--- src/rtl/aledspi_pkg.sv ---
`timescale 1ns / 1ps

package aledspi_pkg;

   // request codes
   localparam logic [1:0] REQ_WRITE = 2'd0;
   localparam logic [1:0] REQ_SEND  = 2'd1;
   localparam logic [1:0] REQ_PULL  = 2'd2;

   // register indexes on the csr port
   localparam int         CSR_INDEX_W   = 2;
   localparam logic [1:0] CSR_ENABLE    = 2'd0;
   localparam logic [1:0] CSR_ONE_CODE  = 2'd1;
   localparam logic [1:0] CSR_ZERO_CODE = 2'd2;

   localparam logic [7:0] ONE_CODE_RST  = 8'hf8;
   localparam logic [7:0] ZERO_CODE_RST = 8'hc0;

   localparam int         COLOUR_W = 24;
   localparam logic [4:0] BIT_LAST = 5'd23;

   typedef enum logic [1:0] {
      PH_IDLE,
      PH_LEAD,
      PH_DATA,
      PH_TRAIL
   } phase_type;

   typedef struct packed {
      logic [1:0] req_type;
      logic [3:0] led_index;
      logic [7:0] green;
      logic [7:0] red;
      logic [7:0] blue;
   } req_payload_type;

   typedef struct packed {
      logic [7:0] spi_byte;
      logic       frame_last;
   } rsp_payload_type;

endpackage

--- src/rtl/aledspi_ram.sv ---
`timescale 1ns / 1ps

module aledspi_ram #(
   parameter int WIDTH = 24,
   parameter int DEPTH = 16
) (
   input  logic                                   clock,
   input  logic                                   wr_en,
   input  logic [((DEPTH > 1) ? $clog2(DEPTH) : 1)-1:0] wr_addr,
   input  logic [WIDTH-1:0]                       wr_data,
   input  logic                                   rd_en,
   input  logic [((DEPTH > 1) ? $clog2(DEPTH) : 1)-1:0] rd_addr,
   output logic [WIDTH-1:0]                       rd_data
);

   logic [WIDTH-1:0] mem_ff [DEPTH];
   logic [WIDTH-1:0] rd_data_ff;

   always_ff @(posedge clock) begin
      if (wr_en) begin
         mem_ff[wr_addr] <= wr_data;
      end
      if (rd_en) begin
         rd_data_ff <= mem_ff[rd_addr];
      end
   end

   assign rd_data = rd_data_ff;

endmodule

--- src/rtl/addressable_led_spi_frame_encoder.sv ---
`timescale 1ns / 1ps

// Addressable LED SPI frame encoder. Colour writes fill a per-LED store of green, red
// and blue bytes; a send request (while enabled and idle) opens a frame, and each pull
// request then returns the next SPI byte: RESET_BYTES zero bytes, one code byte per
// colour bit for every LED (green, red, blue, MSB first), then RESET_BYTES zero bytes
// with the last one flagged. A request can be accepted every cycle unless stalled;
// a pull's byte passes through the pending register, alongside the registered read
// of the colour RAM, and then into the output register. Requests are stalled only
// while a byte waits behind a stalled output and, after reset, while the colour RAM
// is swept to zero (configuration writes are taken during the sweep).
module addressable_led_spi_frame_encoder #(
   parameter int LED_COUNT   = 16,
   parameter int RESET_BYTES = 256
) (
   input  logic                                  clock,
   input  logic                                  reset,
   input  logic                                  req_valid,
   output logic                                  req_stall,
   input  aledspi_pkg::req_payload_type          req_data,
   output logic                                  rsp_valid,
   input  logic                                  rsp_stall,
   output aledspi_pkg::rsp_payload_type          rsp_data,
   input  logic                                  csr_valid,
   output logic                                  csr_ready,
   input  logic [aledspi_pkg::CSR_INDEX_W-1:0]   csr_index,
   input  logic [7:0]                            csr_wdata
);

   import aledspi_pkg::*;

   localparam int            AW       = (LED_COUNT > 1) ? $clog2(LED_COUNT) : 1;
   localparam int            CW       = (RESET_BYTES > 1) ? $clog2(RESET_BYTES) : 1;
   localparam logic [AW-1:0] LED_LAST = AW'(LED_COUNT - 1);
   localparam logic [CW-1:0] CNT_LAST = CW'(RESET_BYTES - 1);

   // configuration registers
   logic       enable_ff;
   logic [7:0] one_code_ff;
   logic [7:0] zero_code_ff;
   logic       csr_wr;

   assign csr_ready = 1'b1;
   assign csr_wr    = csr_valid & csr_ready;

   always_ff @(posedge clock) begin
      if (reset) begin
         enable_ff    <= 1'b0;
         one_code_ff  <= ONE_CODE_RST;
         zero_code_ff <= ZERO_CODE_RST;
      end else if (csr_wr) begin
         unique case (csr_index)
            CSR_ENABLE:    enable_ff    <= csr_wdata[0];
            CSR_ONE_CODE:  one_code_ff  <= csr_wdata;
            CSR_ZERO_CODE: zero_code_ff <= csr_wdata;
            default:       ;
         endcase
      end
   end

   // request decode
   logic req_acc;
   logic is_write;
   logic is_send;
   logic is_pull;

   assign req_acc  = req_valid & ~req_stall;
   assign is_write = req_acc & (req_data.req_type == REQ_WRITE);
   assign is_send  = req_acc & (req_data.req_type == REQ_SEND);
   assign is_pull  = req_acc & (req_data.req_type == REQ_PULL);

   // clearing sweep after reset
   logic          clr_busy_ff;
   logic [AW-1:0] clr_addr_ff;

   always_ff @(posedge clock) begin
      if (reset) begin
         clr_busy_ff <= 1'b1;
         clr_addr_ff <= '0;
      end else if (clr_busy_ff) begin
         clr_addr_ff <= clr_addr_ff + 1'b1;
         if (clr_addr_ff == LED_LAST) begin
            clr_busy_ff <= 1'b0;
         end
      end
   end

   // colour ram
   logic [AW+3:0]       idx_ext;
   logic [AW-1:0]       idx_addr;
   logic                led_ok;
   logic                ram_wr_en;
   logic [AW-1:0]       ram_wr_addr;
   logic [COLOUR_W-1:0] ram_wr_data;
   logic                ram_rd_en;
   logic [COLOUR_W-1:0] colour_q;
   logic [AW-1:0]       led_ff;
   logic [AW-1:0]       led_in;

   assign idx_ext     = {{AW{1'b0}}, req_data.led_index};
   assign idx_addr    = idx_ext[AW-1:0];
   assign led_ok      = 32'(req_data.led_index) < LED_COUNT;
   assign ram_wr_en   = clr_busy_ff | (is_write & led_ok);
   assign ram_wr_addr = clr_busy_ff ? clr_addr_ff : idx_addr;
   assign ram_wr_data = clr_busy_ff ? '0 : {req_data.green, req_data.red, req_data.blue};

   aledspi_ram #(
      .WIDTH (COLOUR_W),
      .DEPTH (LED_COUNT)
   ) u_colour_ram (
      .clock   (clock),
      .wr_en   (ram_wr_en),
      .wr_addr (ram_wr_addr),
      .wr_data (ram_wr_data),
      .rd_en   (ram_rd_en),
      .rd_addr (led_ff),
      .rd_data (colour_q)
   );

   // frame sequencer
   phase_type     state_ff;
   phase_type     state_in;
   logic [CW-1:0] cnt_ff;
   logic [CW-1:0] cnt_in;
   logic [4:0]    bit_ff;
   logic [4:0]    bit_in;
   logic          pull_go;
   logic          pull_mem;
   logic          pull_last;

   always_ff @(posedge clock) begin
      if (reset) begin
         state_ff <= PH_IDLE;
         cnt_ff   <= '0;
         led_ff   <= '0;
         bit_ff   <= '0;
      end else begin
         state_ff <= state_in;
         cnt_ff   <= cnt_in;
         led_ff   <= led_in;
         bit_ff   <= bit_in;
      end
   end

   always_comb begin
      state_in  = state_ff;
      cnt_in    = cnt_ff;
      led_in    = led_ff;
      bit_in    = bit_ff;
      pull_mem  = 1'b0;
      pull_last = 1'b0;
      unique case (state_ff)
         PH_IDLE: begin
            if (is_send && enable_ff) begin
               state_in = PH_LEAD;
               cnt_in   = '0;
               led_in   = '0;
               bit_in   = '0;
            end
         end
         PH_LEAD: begin
            if (is_pull) begin
               if (cnt_ff == CNT_LAST) begin
                  state_in = PH_DATA;
                  cnt_in   = '0;
               end else begin
                  cnt_in = cnt_ff + 1'b1;
               end
            end
         end
         PH_DATA: begin
            if (is_pull) begin
               pull_mem = 1'b1;
               if (bit_ff == BIT_LAST) begin
                  bit_in = '0;
                  if (led_ff == LED_LAST) begin
                     state_in = PH_TRAIL;
                     led_in   = '0;
                  end else begin
                     led_in = led_ff + 1'b1;
                  end
               end else begin
                  bit_in = bit_ff + 1'b1;
               end
            end
         end
         PH_TRAIL: begin
            if (is_pull) begin
               if (cnt_ff == CNT_LAST) begin
                  pull_last = 1'b1;
                  state_in  = PH_IDLE;
                  cnt_in    = '0;
               end else begin
                  cnt_in = cnt_ff + 1'b1;
               end
            end
         end
      endcase
   end

   assign pull_go   = is_pull & (state_ff != PH_IDLE);
   assign ram_rd_en = pull_mem;

   // pending byte waits here for the ram read, then moves to the output register
   logic       pend_ff;
   logic       pend_mem_ff;
   logic       pend_last_ff;
   logic [4:0] pend_bit_ff;
   logic       slot_free;
   logic       pend_move;
   logic       colour_bit;
   logic [7:0] out_byte;

   assign slot_free  = ~rsp_valid | ~rsp_stall;
   assign pend_move  = pend_ff & slot_free;
   assign req_stall  = clr_busy_ff | (pend_ff & ~slot_free);
   assign colour_bit = colour_q[BIT_LAST - pend_bit_ff];
   assign out_byte   = pend_mem_ff ? (colour_bit ? one_code_ff : zero_code_ff) : 8'h00;

   always_ff @(posedge clock) begin
      if (reset) begin
         pend_ff <= 1'b0;
      end else if (pull_go) begin
         pend_ff <= 1'b1;
      end else if (pend_move) begin
         pend_ff <= 1'b0;
      end
   end

   always_ff @(posedge clock) begin
      if (pull_go) begin
         pend_mem_ff  <= pull_mem;
         pend_last_ff <= pull_last;
         pend_bit_ff  <= bit_ff;
      end
   end

   // output register
   logic            rsp_valid_ff;
   rsp_payload_type rsp_data_ff;

   always_ff @(posedge clock) begin
      if (reset) begin
         rsp_valid_ff <= 1'b0;
      end else if (slot_free) begin
         rsp_valid_ff <= pend_ff;
      end
   end

   always_ff @(posedge clock) begin
      if (pend_move) begin
         rsp_data_ff.spi_byte   <= out_byte;
         rsp_data_ff.frame_last <= pend_last_ff;
      end
   end

   assign rsp_valid = rsp_valid_ff;
   assign rsp_data  = rsp_data_ff;

endmodule

--- config.mk ---
export PLATFORM = sky130hd
export DESIGN_NAME = addressable_led_spi_frame_encoder
export DESIGN_NICKNAME = d
export VERILOG_FILES = /design/src/rtl/aledspi_pkg.sv /design/src/rtl/aledspi_ram.sv /design/src/rtl/addressable_led_spi_frame_encoder.sv
export SDC_FILE = /design/constraint.sdc
export NUM_CORES = 1
export LEC_CHECK = 0
export ABC_AREA = 1
export BUFFER_PORTS_ARGS = -buffer_cell sky130_fd_sc_hd__buf_2
export CAP_MARGIN = 25
export CORE_MARGIN = 4
export CORE_UTILIZATION = 45
export CTS_CLUSTER_DIAMETER = 80
export CTS_CLUSTER_SIZE = 20
export DETAILED_ROUTE_END_ITERATION = 7
export PLACE_DENSITY_LB_ADDON = 0.05
export SLEW_MARGIN = 20
export SYNTH_ARGS = -nofsm -noshare
export SYNTH_HDL_FRONTEND = slang
export SYNTH_SLANG_ARGS = --single-unit
export TNS_END_PERCENT = 50
--- constraint.sdc ---
create_clock -name clock -period 5.2 [get_ports clock]
set_input_delay 0.52 -clock clock [delete_from_list [all_inputs] [get_ports clock]]
set_output_delay 0.52 -clock clock [all_outputs]
set_load 0.005 [all_outputs]
Yosys cells after proc, flatten, opt, wreduce, memory -nomap -nowiden. Memories as Yosys holds them, arrays and structs flattened. A register that Yosys moved wholly into a read port is not among the register bits. Index checks and enable logic that the tools add are counted. W data, S select, Z words.

Register bits after elaboration: 59. Memory bits (writable): 384. Output and inout port bits: 12. Word-level logic and storage cells: 110. Memories: 1.

Memory list: u_colour_ram.mem_ff (depth 16, bits a word 24, rd ports 1, clocked after Yosys merged registers in 1, wr ports 1, RTL line aledspi_ram.sv:16) `logic [WIDTH-1:0] mem_ff [DEPTH];`.

$add $sub $neg: 5. Magnitude comparators: 1. Eq/ne operators: 20. Mux-type cells: 36. Bitwise operators: 14. Reduce and logical (&&, ||, !) cells: 17.

Operators with widths (count): $mux W8 (4); $mux W24 (1); $mux W4 (5); $mux W2 (8); $ne A2 B2 Y1 const B (8); $pmux W8 S2 (1); $mux W5 (3); $mux W1 (10); $pmux W5 S2 (1); $add A4 B1 Y4 const B (2); $add A8 B1 Y8 const B (1); $eq A2 B2 Y1 const B (4); $eq A4 B4 Y1 const B (2); $eq A8 B8 Y1 const B (1); $pmux W2 S4 (1); $pmux W4 S2 (1); $reduce_and A2 Y1 (4); $reduce_and A8 Y1 (1); $reduce_bool A2 Y1 (4); $and A1 B1 Y1 (7); $eq A2 B1 Y1 const B (3); $logic_not A2 Y1 (3); $lt A5 B6 Y1 const B (1); $reduce_and A3 Y1 (2); 10 further kinds (15).

Depth between registers and ports, before layout. Gate-level depths: netlist of the first run.

Depth after elaboration: 11. Depth in mapped cells: 12. Mapped depth without buffers: 11.

By module. From an unflattened synthesis of the first run, not the netlist that was laid out.

Cells, all modules: 2098. Area, all modules: 20596.0 sq um.

Modules (own cells, without submodules): aledspi_ram (times used 1, cells an instance 1597, area an instance 17191.5 sq um, seq. area each 12251.8 sq um); addressable_led_spi_frame_encoder (times used 1, cells an instance 501, area an instance 3404.5 sq um, seq. area each 1341.3 sq um).

Worst setup path before layout of the first run. Ideal clock, no wire load.

Kind: input to register. From: in rsp_stall. To: mem u_colour_ram.mem_ff[0][0] (enable). Setup time: 0.405 ns. Data arrival time: 2.293 ns. Required time: 4.795 ns. Slack: 2.502 ns. Stages: 5. Path buffers: 0. Cell sequence: nand3_2 > nand4_1 > o21ai_0 > nand4_1 > nor2_1.

Cells in the longest elaborated chain, start to end: 11.

Ends and longest elaborated chain: from (decl) (RTL line addressable_led_spi_frame_encoder.sv:22) `input logic rsp_stall,`; $not A1 Y1 (RTL line addressable_led_spi_frame_encoder.sv:214) `assign slot_free = ~rsp_valid | ~rsp_stall;`; $or A1 B1 Y1 (RTL line addressable_led_spi_frame_encoder.sv:214); $not A1 Y1 (RTL line addressable_led_spi_frame_encoder.sv:216) `assign req_stall = clr_busy_ff | (pend_ff & ~slot_free);`; $and A1 B1 Y1 (RTL line addressable_led_spi_frame_encoder.sv:216); $or A1 B1 Y1 (RTL line addressable_led_spi_frame_encoder.sv:216); $not A1 Y1 (RTL line addressable_led_spi_frame_encoder.sv:67) `assign req_acc = req_valid & ~req_stall;`; $and A1 B1 Y1 (RTL line addressable_led_spi_frame_encoder.sv:67); $and A1 B1 Y1 (RTL line addressable_led_spi_frame_encoder.sv:68) `assign is_write = req_acc & (req_data.req_type == REQ_WRITE);`; $or A1 B1 Y1 (RTL line addressable_led_spi_frame_encoder.sv:103) `assign ram_wr_en = clr_busy_ff | (is_write & led_ok);`; $mux W1 (RTL line aledspi_ram.sv:20) `if (wr_en) begin`; $mux W1 (not written as such) (RTL line aledspi_ram.sv:21) `mem_ff[wr_addr] <= wr_data;`; to (decl) (RTL line aledspi_ram.sv:16).

Every way passes these cells.

Worst setup path in the final report of the first run.
From: reg clr_busy_ff. To: mem u_colour_ram.mem_ff[9][20] (enable).

Cells in the longest elaborated chain, start to end: 7. Elaborated cells on any way between the ends: 8. Classes of those cells: 3 x mux; 5 x bitwise.

Ends and longest elaborated chain: from (decl) (RTL line addressable_led_spi_frame_encoder.sv:73) `logic clr_busy_ff;`; from (signal assigned) (RTL line addressable_led_spi_frame_encoder.sv:78) `clr_busy_ff <= 1'b1;`; from (signal assigned) (RTL line addressable_led_spi_frame_encoder.sv:83) `clr_busy_ff <= 1'b0;`; $or A1 B1 Y1 (RTL line addressable_led_spi_frame_encoder.sv:216); $not A1 Y1 (RTL line addressable_led_spi_frame_encoder.sv:67); $and A1 B1 Y1 (RTL line addressable_led_spi_frame_encoder.sv:67); $and A1 B1 Y1 (RTL line addressable_led_spi_frame_encoder.sv:68); $or A1 B1 Y1 (RTL line addressable_led_spi_frame_encoder.sv:103); $mux W1 (RTL line aledspi_ram.sv:20); $mux W1 (not written as such) (RTL line aledspi_ram.sv:21).

Several ways; a longest one is shown, not always the timed one.

==> out/metrics.cfg, run 1 <==
[status]
outcome = finished, final reports clean

[clock_network]
cts_setup_buffers = 0
hold_buffers = 0
clk_latency_ps = 590
cts.sinks = 467
clock_path_buffers = 3
clockRootBuffer = clkbuf_16
cts_inserted_buffers = 28
tritoncts = yes
htreeDepth = 1
cts_resized = 0
clkTransAtPathRegs_ps = 80

[global_route]
grt_pass1_vias = 11000
overflow = 0
grtUsageTotal = 0.200
grt_pass1_wl_um = 68900
antenna_found_initial = 0
grt_max_degree = 198

[pwr]
p_leak_nw = 7.14
p_sw_w = 0.00175
peakVddDrop_uv = 249
p_int_w = 0.00541
clkPwrFrac = 0.322
power_switching_share = 0.245
p_seq_frac = 0.584
power_per_cell_area_nw_per_um2 = 345
combPwrFrac = 0.094
power_w = 0.00716

[timing]
rsz0062_at_grt = false
hold_viol_final = 0
tns_ps = 0
fin_crit_sh = 0.621
final-setup-viol-count = 0
slew_violations = 0
fin_skew_ps = 20.7
max_freq_ghz = 0.310
min_period_ps = 3230
relSlewSlack = 0.281
worstMarginPinSlew_ps = 1080

[critical_path]
crit_chain = inv_1, nand4_1, o21ai_0, nand4_1, nor2_4
max_stage_delay_ps = 890
cp-start-kind = register
r2r_cells = 5
crit_family = simple AND/OR/NAND/NOR gates
path_class = reg -> reg
crit_fanout = 24
crit_arrival_ps = 3430
cp_num_buf_inv = 1
worstPathRequired_ps = 5400
cp-end-kind = register
worst_path_most_repeated_cell = nand4_1
cp_slowest_cell = nor2_4
cp.depth = 5

[synthesis]
avgSynthCellArea_sq_um = 12.1
ys.flop_type = edfxtp_1
synth_area_sq_um = 19000
synth.mux.area_fraction = 0.00951
synth_seq_cells = 467
ys_warn_count = 0
yosysUniqueCellTypes = 38
synth_top_family_by_area = simple AND/OR/NAND/NOR gates
synthSimpleGateAreaFrac = 0.132
async_reset_ff_frac = 0
syn-num-nets = 1623
synth-edff-count = 424
synth-xor-area-share = 0.00139
ys_seq_area_frac = 0.717
synth_compound_area_frac = 0.0951
synthAdderAreaFrac = 0.00528
synth_cells = 1570

[hold_path]
hold-path-cell-count = 3
hp-class = in -> reg

[placed_design]
gp_congestion = 0.793
io_buffers = 55
hpwl_um = 26300

[drt]
drtAntennaViolNets = 0
first_iter_violations = 1175
vias = 11700
drc = 0
wire_per_inst_um = 21.2
vias_per_cell = 5.45
first_pass_iters = 7
wl_um = 45700

[run]
drv_cap = 0

[die]
io_pins = 57
initial_utilization = 0.460
die_h_um = 213
core_sq_um = 41200
dieWidth_um = 213
die_area_sq_um = 45500
rows = 74

[layout]
nets = 1648
n_antenna_cell = 0
drive_above_1_share = 0.0977
syn_to_final_growth_pct = 9.38

==> power by group through the flow <==
| stage | logic [W] | clock network, W | registers, W |
|---|---|---|---|
| floorplan | 0.000471 | 0 | 0.00426 |
| global placement | 0.000673 | 0 | 0.00427 |
| detailed placement | 0.000674 | 0 | 0.00427 |
| CTS | 0.000677 | 0.00236 | 0.00418 |
| global route | 0.000763 | 0.00251 | 0.00419 |
| finish | 0.000672 | 0.00230 | 0.00418 |
==> state kept, by name, indices dropped and copies added (netlist names), 2 cells and up <==
register              count
bit_ff                    5
led_ff                    4
cnt_ff                    8
u_colour_ram.mem_ff     384
pend_bit_ff               5
clr_addr_ff               4
u_colour_ram.rd_data     24
state_ff                  2
zero_code_ff              8
rsp_data                  9
one_code_ff               8
==> worst paths after layout <==
check | startpoint | end | slack (ps)
setup / recovery | clr_busy_ff | u_colour_ram.mem_ff[9][20] | 1970
setup reg to reg | clr_busy_ff | u_colour_ram.mem_ff[9][20] | 1970
hold reg to reg | pend_last_ff | rsp_data[0] | 430
hold / removal | csr_wdata[3] | one_code_ff[3] | 170
==> synthesized netlist by cell type, types with 18 or more instances <==
cell type | count | area [sq um]
nand3_1 | 76 | 380
o32ai_1 | 48 | 420
clkbuf_1 | 38 | 143
mux2i_1 | 18 | 180
buf_2 | 26 | 130
nor2_1 | 351 | 1320
o211ai_1 | 34 | 255
dfxtp_1 | 43 | 861
o21ai_0 | 155 | 776
o221ai_1 | 18 | 158
inv_1 | 70 | 263
nand2_1 | 159 | 597
edfxtp_1 | 424 | 12700
a21oi_1 | 28 | 140
==> worst register-to-register path, cell delays in order, from the launching register on <==
cell and delay (ps):
dfxtp_1 320, inv_1 270, nand4_1 190, o21ai_0 580, nand4_1 580, nor2_4 890
==> through the flow <==
step	std cells	area [sq um]	utilization	setup WS [ps]	hold WS, ps
2_1_floorplan	1570	19000	-	2500	400
3_3_place_gp	2093	19800	0.481	1910	405
3_5_place_dp	2095	19800	0.481	1840	405
4_1_cts	2147	20700	0.502	1960	139
5_1_grt	2149	20700	0.503	1750	153
6_report	2149	20700	0.503	1970	171
==> metal layers <==
| metal | vias to the layer above | global-route usage | wire length (um) |
|---|---|---|---|
| met1 | 5654 | 0.292 | 20700 |
| met5 | - | 0 | 0 |
| li1 | 5663 | - | - |
| met3 | 72 | 0.0232 | 2330 |
| met2 | 320 | 0.313 | 20800 |
| met4 | 0 | 0.0755 | 1830 |
==> cell families (layout without fill, tap and decap cells) <==
family          after synthesis  count (layout)
compound gates              291             291
xor+xnor                      3               3
fa+ha+maj                     8               8
buf+inv                     167             214
flops                       467             467
mux                          18              18
other cells                   1               1
simple gates                615             615
==> area by class of cell <==
cell class	instances	area, sq um
Sequential cell	467	13600
Fill cell	3598	20500
Clock buffer	49	811
Tap cell	532	666
Clock inverter	3	47.5
Timing Repair Buffer	83	543
Inverter	79	299
Multi-Input combinational cell	936	4760
==> cells in the final DEF, fill, tap and decap left out, types with 2 or more instances in the layout <==
master     instances
buf_2             55
clkbuf_1          19
o211ai_1          34
nor2_2             6
nor2_4            17
o21ai_0          155
o31ai_1            2
edfxtp_1         424
ha_1               8
inv_2              4
nand3_2            2
dfxtp_4            2
o21ai_1            2
clkbuf_16         29
nor3b_1            2
nor2_1           328
a31oi_1            2
buf_4             24
a21oi_1           28
inv_1             70
mux2i_1           18
nand4_1            9
nor3_1             7
o32ai_1           48
xnor2_1            2
nand3_1           76
clkinv_1           4
o221ai_1          18
buf_12             3
nand2_2            5
nand2_1          159
dfxtp_1           40
Note: power is estimated with default switching activity, not from simulation.
==> inputs of run 2 (changes only) <==
==> constraint.sdc (replaced) <==
create_clock -name clock -period 2.96 [get_ports clock]
set_input_delay 0.296 -clock clock [delete_from_list [all_inputs] [get_ports clock]]
set_output_delay 0.296 -clock clock [all_outputs]
set_load 0.005 [all_outputs]
==> out/metrics.cfg, run 2 (synthesis results as in run 1) <==
[status]
outcome = finished, final reports clean

[placed_design]
gp_congestion = 0.842  ; +6.1%
pre_cts_ws_ps = 323  ; -1520 ps
io_buffers = 55  ; unchanged
placed_area_sq_um = 20300  ; +2.2%
hpwl_um = 29300  ; +12%

[pwr]
peakVddDrop_uv = 425  ; +70%
p_int_w = 0.00962  ; +78%
combPwrFrac = 0.096  ; +0.002
p_seq_frac = 0.576  ; -0.008
p_leak_nw = 7.45  ; +4.3%
p_sw_w = 0.00315  ; +80%
clkPwrFrac = 0.328  ; +0.006
power_per_cell_area_nw_per_um2 = 600  ; +74%
power_switching_share = 0.246  ; +0.00153

[die]
rows = 74  ; unchanged
dieWidth_um = 213  ; unchanged
core_sq_um = 41200  ; unchanged
die_h_um = 213  ; unchanged
die_area_sq_um = 45500  ; unchanged
io_pins = 57  ; unchanged
initial_utilization = 0.460  ; unchanged

[critical_path]
crit_chain = inv_1, nand4_1, o21ai_0, buf_4, nand4_1, nor2_4, buf_12
worst_path_most_repeated_cell = nand4_1
crit_arrival_ps = 3020  ; -410 ps
max_stage_delay_ps = 610  ; -280 ps
cp_slowest_cell = nor2_4
r2r_start = clr_busy_ff
setup.worst_path.start = clr_busy_ff
worstPathRequired_ps = 3270  ; -2130 ps
cp-end-kind = register
path_class = reg -> reg
cp-start-kind = register
crit_fanout = 13  ; -46%

[layout]
mostFrequentLayoutCells = edfxtp_1, nor2_1, nand2_1, o21ai_0, nand3_1
drive_above_1_share = 0.124  ; +0.0262
n_antenna_cell = 0  ; unchanged
nets = 1704  ; +3.4%
syn_to_final_growth_pct = 12.3
top_register = u_colour_ram.mem_ff
largest_reg_flops = 384  ; unchanged
fin_util = 0.516  ; +0.0132
mostFrequentLayoutCell = edfxtp_1
fillers = 3595  ; -0.083%
fin_area_sq_um = 21300  ; +2.6%

[drt]
first_pass_iters = 5  ; -2
wl_um = 47300  ; +3.7%
wire_per_inst_um = 21.6  ; +1.5%
first_iter_violations = 1217  ; +3.6%
vias_per_cell = 5.50  ; +0.93%
drc = 0  ; unchanged
vias = 12100  ; +3.1%
drtAntennaViolNets = 0  ; unchanged

[clock_network]
cts.sinks = 467  ; unchanged
tritoncts = yes
cts_resized = 0  ; unchanged
cts_setup_buffers = 0  ; unchanged
clockRootBuffer = clkbuf_16
hold_buffers = 9  ; +9
clkTransAtPathRegs_ps = 80  ; about the same
clock_path_buffers = 3  ; unchanged
cts_inserted_buffers = 30  ; +7.1%
htreeDepth = 1  ; unchanged
clk_latency_ps = 600  ; about the same

[timing]
relSlewSlack = 0.292  ; +0.0102
whs_ps = 43.5  ; -127 ps
fin_crit_sh = 0.916  ; +0.295
worstMarginPinSlew_ps = 1060  ; -16.5 ps
hold_viol_final = 0  ; unchanged
rsz0062_at_grt = false
max_freq_ghz = 0.369  ; +19%
setup_ws_ps = 250  ; -1720 ps
fin_skew_ps = 20.9  ; +0.274 ps
final-setup-viol-count = 0  ; unchanged
slew_violations = 0  ; unchanged
tns_ps = 0  ; unchanged
min_period_ps = 2710  ; -518 ps

[hold_path]
hp-class = in -> reg
min_from = csr_index[0]

[run]
drv_cap = 0  ; unchanged

[global_route]
grt_pass1_vias = 11800  ; +7.6%
grtUsageTotal = 0.209  ; +0.00819
grt_pass1_wl_um = 72300  ; +5.0%
grt_max_degree = 94  ; -53%
overflow = 0  ; unchanged
antenna_found_initial = 0  ; unchanged

run 2: cell count changes in the layout (fill, tap and decap cells not counted), moves of 2 or more:
cell           delta
clkbuf_1         -15
dlygate4sd3_1     +9
nor2_1            +4
clkbuf_16         +2
inv_6             +2
buf_12            +8
nor2_2            -4
buf_4            +38
run 2: area by class of cell:
type	count	area, sq um	share of cell area
sequential	467	13600	0.639
multi-input combinational	936	4750	0.223
timing repair buffer	137	1050	0.0494
clock buffer	37	818	0.0385
tap	532	666	0.0313
inverter	79	299	0.0141
clock inverter	7	86.3	0.00406
run 2: final timing paths:
kind / endpoint / slack, ps / cells past startpoint
setup / recovery: u_colour_ram.mem_ff[5][3] / 250 / 7
hold / removal: enable_ff / 40 / 3
setup reg to reg: u_colour_ram.mem_ff[5][3] / 250 / 7
hold reg to reg: rsp_data[0] / 430 / 0
run 2: stage by stage:
stage                     instances  total power [W]
after CTS                      2195           0.0129
after detailed placement       2142          0.00874
after floorplan                1570          0.00831
final                          2195           0.0128
after global placement         2142          0.00873
after global routing           2195           0.0133
run 2: metal layers:
metal	track usage	routed length (um)	part of all wire	up-vias
met5	0	0	0	-
met3	0.0220	2030	0.043	67
met2	0.338	22100	0.47	308
met4	0.0669	1640	0.035	0
li1	-	-	-	5765
met1	0.299	21600	0.46	5931
run 2: worst max-delay path: cells and delay by family (launching register included):
| family | cells | cell delay (ps) |
|---|---|---|
| AO/OA/AOI/OAI | 1 | 220 |
| flip-flops | 1 | 320 |
| AND/OR/NAND/NOR | 3 | 1230 |
| buffers and inverters | 3 | 650 |
run 2: power by group through the flow:
stage	Clock (W)	Sequential, W	Combinational [W]
floorplan	0	0.00748	0.000828
global placement	0	0.00751	0.00122
detailed placement	0	0.00751	0.00123
CTS	0.00432	0.00736	0.00125
global route	0.00457	0.00738	0.00139
finish	0.00419	0.00736	0.00122
==> inputs of run 3 (changes only) <==
--- a/config.mk
+++ b/config.mk
@@ -8,6 +8,8 @@
 export ABC_AREA = 1
 export BUFFER_PORTS_ARGS = -buffer_cell sky130_fd_sc_hd__buf_2
 export CAP_MARGIN = 25
+export CELL_PAD_IN_SITES_DETAIL_PLACEMENT = 1
+export CELL_PAD_IN_SITES_GLOBAL_PLACEMENT = 1
 export CORE_MARGIN = 4
 export CORE_UTILIZATION = 45
 export CTS_CLUSTER_DIAMETER = 80
@@ -17,5 +19,6 @@
 export SLEW_MARGIN = 20
 export SYNTH_ARGS = -nofsm -noshare
 export SYNTH_HDL_FRONTEND = slang
+export SYNTH_HIERARCHICAL = 1
 export SYNTH_SLANG_ARGS = --single-unit
 export TNS_END_PERCENT = 50
==> constraint.sdc (replaced) <==
create_clock -name clock -period 2.96 [get_ports clock]
set_input_delay 0.148 -clock clock [delete_from_list [all_inputs] [get_ports clock]]
set_output_delay 0.148 -clock clock [all_outputs]
set_load 0.005 [all_outputs]
==> out/metrics.cfg, run 3 <==
[critical_path]
worstPathRequired_ps = 3180  ; -90 ps
max_stage_delay_ps = 500  ; -110 ps
crit_arrival_ps = 2630  ; -390 ps
path_class = reg -> reg
crit_family = simple AND/OR/NAND/NOR gates
cp_num_buf_inv = 2  ; -1
cp-start-kind = register
cp_slowest_cell = o21ai_0
cp-end-kind = register
crit_fanout = 24  ; +11
regToRegSetupSlack_ps = 550  ; +300 ps
crit_chain = inv_1, o21ai_0, nand3b_1, nor2_4, buf_4

[global_route]
grt_max_degree = 97  ; +3.2%
grt_pass1_wl_um = 87700  ; +21%
grt_pass1_vias = 14800  ; +25%
grtUsageTotal = 0.228  ; +0.0194
overflow = 0  ; unchanged
antenna_found_initial = 0  ; unchanged

[die]
io_pins = 57  ; unchanged
initial_utilization = 0.455  ; -0.00518
rows = 78  ; +5.4%
dieWidth_um = 222  ; +4.1%
die_h_um = 222  ; +4.1%
core_sq_um = 45300  ; +9.9%
die_area_sq_um = 49300  ; +8.3%

[timing]
tns_ps = 0  ; unchanged
whs_ps = 1.54  ; -42.0 ps
min_period_ps = 2410  ; -299 ps
final-setup-viol-count = 0  ; unchanged
rsz0062_at_grt = false
setup_ws_ps = 549  ; +299 ps
hold_viol_final = 0  ; unchanged
max_freq_ghz = 0.415  ; +12%
worstMarginPinSlew_ps = 1090  ; +28.5 ps
relSlewSlack = 0.273  ; -0.0190
fin_crit_sh = 0.815  ; -0.101
fin_skew_ps = 21.0  ; +0.0559 ps
slew_violations = 0  ; unchanged

[synthesis]
ys_seq_area_frac = 0.660  ; -0.0572
yosysUniqueCellTypes = 36  ; -5.3%
ys.flop_type = edfxtp_1
synth_most_common_cell = nand2_1
synth_cells = 2098  ; +34%
synth-edff-count = 424  ; unchanged
syn-num-nets = 2151  ; +33%
synth_seq_cells = 467  ; unchanged
synth_top_area_frac = 0.618  ; -0.0536
ys_top_cells_by_area = edfxtp_1, nand2_1, nand3_1
synth_area_sq_um = 20600  ; +8.7%
synthTopCellsByCount = nand2_1, edfxtp_1, inv_1
yosysTopAreaCell = edfxtp_1
ys_warn_count = 6  ; +6
async_reset_ff_frac = 0  ; unchanged
avgSynthCellArea_sq_um = 9.82  ; -19%

[layout]
n_antenna_cell = 0  ; unchanged
regArea_sq_um = 13600  ; about the same
largest_reg_flops = 384  ; unchanged
syn_to_final_growth_pct = 12.0
drive_above_1_share = 0.104  ; -0.0197
mostFrequentLayoutCell = nand2_1
top_register = u_colour_ram/mem_ff
multi_input_area_sq_um = 5270  ; +11%
fin_area_sq_um = 23100  ; +8.4%
mostFrequentLayoutCells = nand2_1, edfxtp_1, inv_1, nand3_1, nor2_1
fillers = 5068  ; +41%
nets = 2230  ; +31%

[drt]
drtAntennaViolNets = 0  ; unchanged
drc = 0  ; unchanged
first_iter_violations = 1036  ; -15%
wl_um = 56800  ; +20%
first_pass_iters = 5  ; unchanged
vias_per_cell = 5.11  ; -7.1%
vias = 14300  ; +18%
wire_per_inst_um = 20.3  ; -5.9%

[clock_network]
clk_latency_ps = 580  ; -20 ps
htreeDepth = 1  ; unchanged
cts_inserted_buffers = 29  ; -3.3%
tritoncts = yes
cts.sinks = 467  ; unchanged
clkTransAtPathRegs_ps = 90  ; about the same
clock_path_buffers = 3  ; unchanged
cts_resized = 0  ; unchanged
clockRootBuffer = clkbuf_16

[pwr]
peakVddDrop_uv = 395  ; -7.1%
power_w = 0.0132  ; +3.7%
power_per_cell_area_nw_per_um2 = 574  ; -4.3%
p_leak_nw = 9.88  ; +33%

[hold_path]
hp-class = in -> reg

[placed_design]
placed_area_sq_um = 21900  ; +8.2%
gp_congestion = 0.834  ; -0.93%
pre_cts_ws_ps = 570  ; +247 ps
io_buffers = 55  ; unchanged
hpwl_um = 36500  ; +24%

[status]
outcome = finished, final reports clean

[run]
drv_cap = 0  ; unchanged

[run 3: changes by cell type after synthesis, moves of 32 or more]
cell	previous run	this run
nand2_1	159	610
inv_1	70	365
nand3_1	76	335
nor2_1	351	111
o21ai_0	155	10
o32ai_1	48	0
o211ai_1	34	2
[run 3: final timing paths]
path	from	to	cells after the start
worst max register to register	clr_busy_ff	u_colour_ram/mem_ff[9][1]	5
worst min-delay path	req_data[9]	u_colour_ram/mem_ff[9][9]	3
worst max-delay path	clr_busy_ff	u_colour_ram/mem_ff[9][1]	5
worst min register to register	pend_last_ff	rsp_data[0]	0
[run 3: layout make-up]
type / instances / share of cell area
clock buffers: 47 / 0.0358
clock inverters: 6 / 0.00461
inverters: 376 / 0.0615
multi-input cells: 1162 / 0.229
flip-flops and latches: 467 / 0.590
well taps: 600 / 0.0326
repair buffers: 141 / 0.0471
[run 3: logic make-up (layout without fill, tap and decap cells)]
group           count (synthesis)  after routing  share of synthesized area
simple gates                 1095           1095                      0.227
fa+ha+maj                       8              8                    0.00486
other cells                     1              1                   0.000182
compound gates                 55             55                     0.0150
flops                         467            467                      0.660
buf+inv                       469            570                     0.0914
xor+xnor                        3              3                    0.00128
[run 3: timing repair]
| item | 4_1_cts | 5_1_grt |
|---|---|---|
| hold buffers | 17 | 0 |
| endpoints found under the hold margin | 40 | 0 |
| buffers inserted | 0 | 0 |
[run 3: power by group]
group	internal (W)	switching (W)	total [W]
registers	0.00727	0.0000489	0.00732
clock network	0.00211	0.00220	0.00432
logic	0.000453	0.00116	0.00162
[run 3: stage by stage]
step,std cells,utilization
after floorplan,2098,-
after global placement,2727,0.484
after detailed placement,2728,0.485
after CTS,2798,0.509
after global routing,2799,0.509
final,2799,0.509
[run 3: worst register-to-register path: stages (launching register included)]
cell      delay (ps)
dfxtp_2          350
inv_1            160
o21ai_0          500
nand3b_1         470
nor2_4           180
buf_4            390
[run 3: metal layers]
layer / up-vias / track usage / wire, um
met5: - / 0 / 0
met4: 0 / 0.0562 / 1640
met2: 213 / 0.405 / 28300
met1: 7138 / 0.305 / 25200
li1: 6882 / - / -
met3: 67 / 0.0218 / 1630
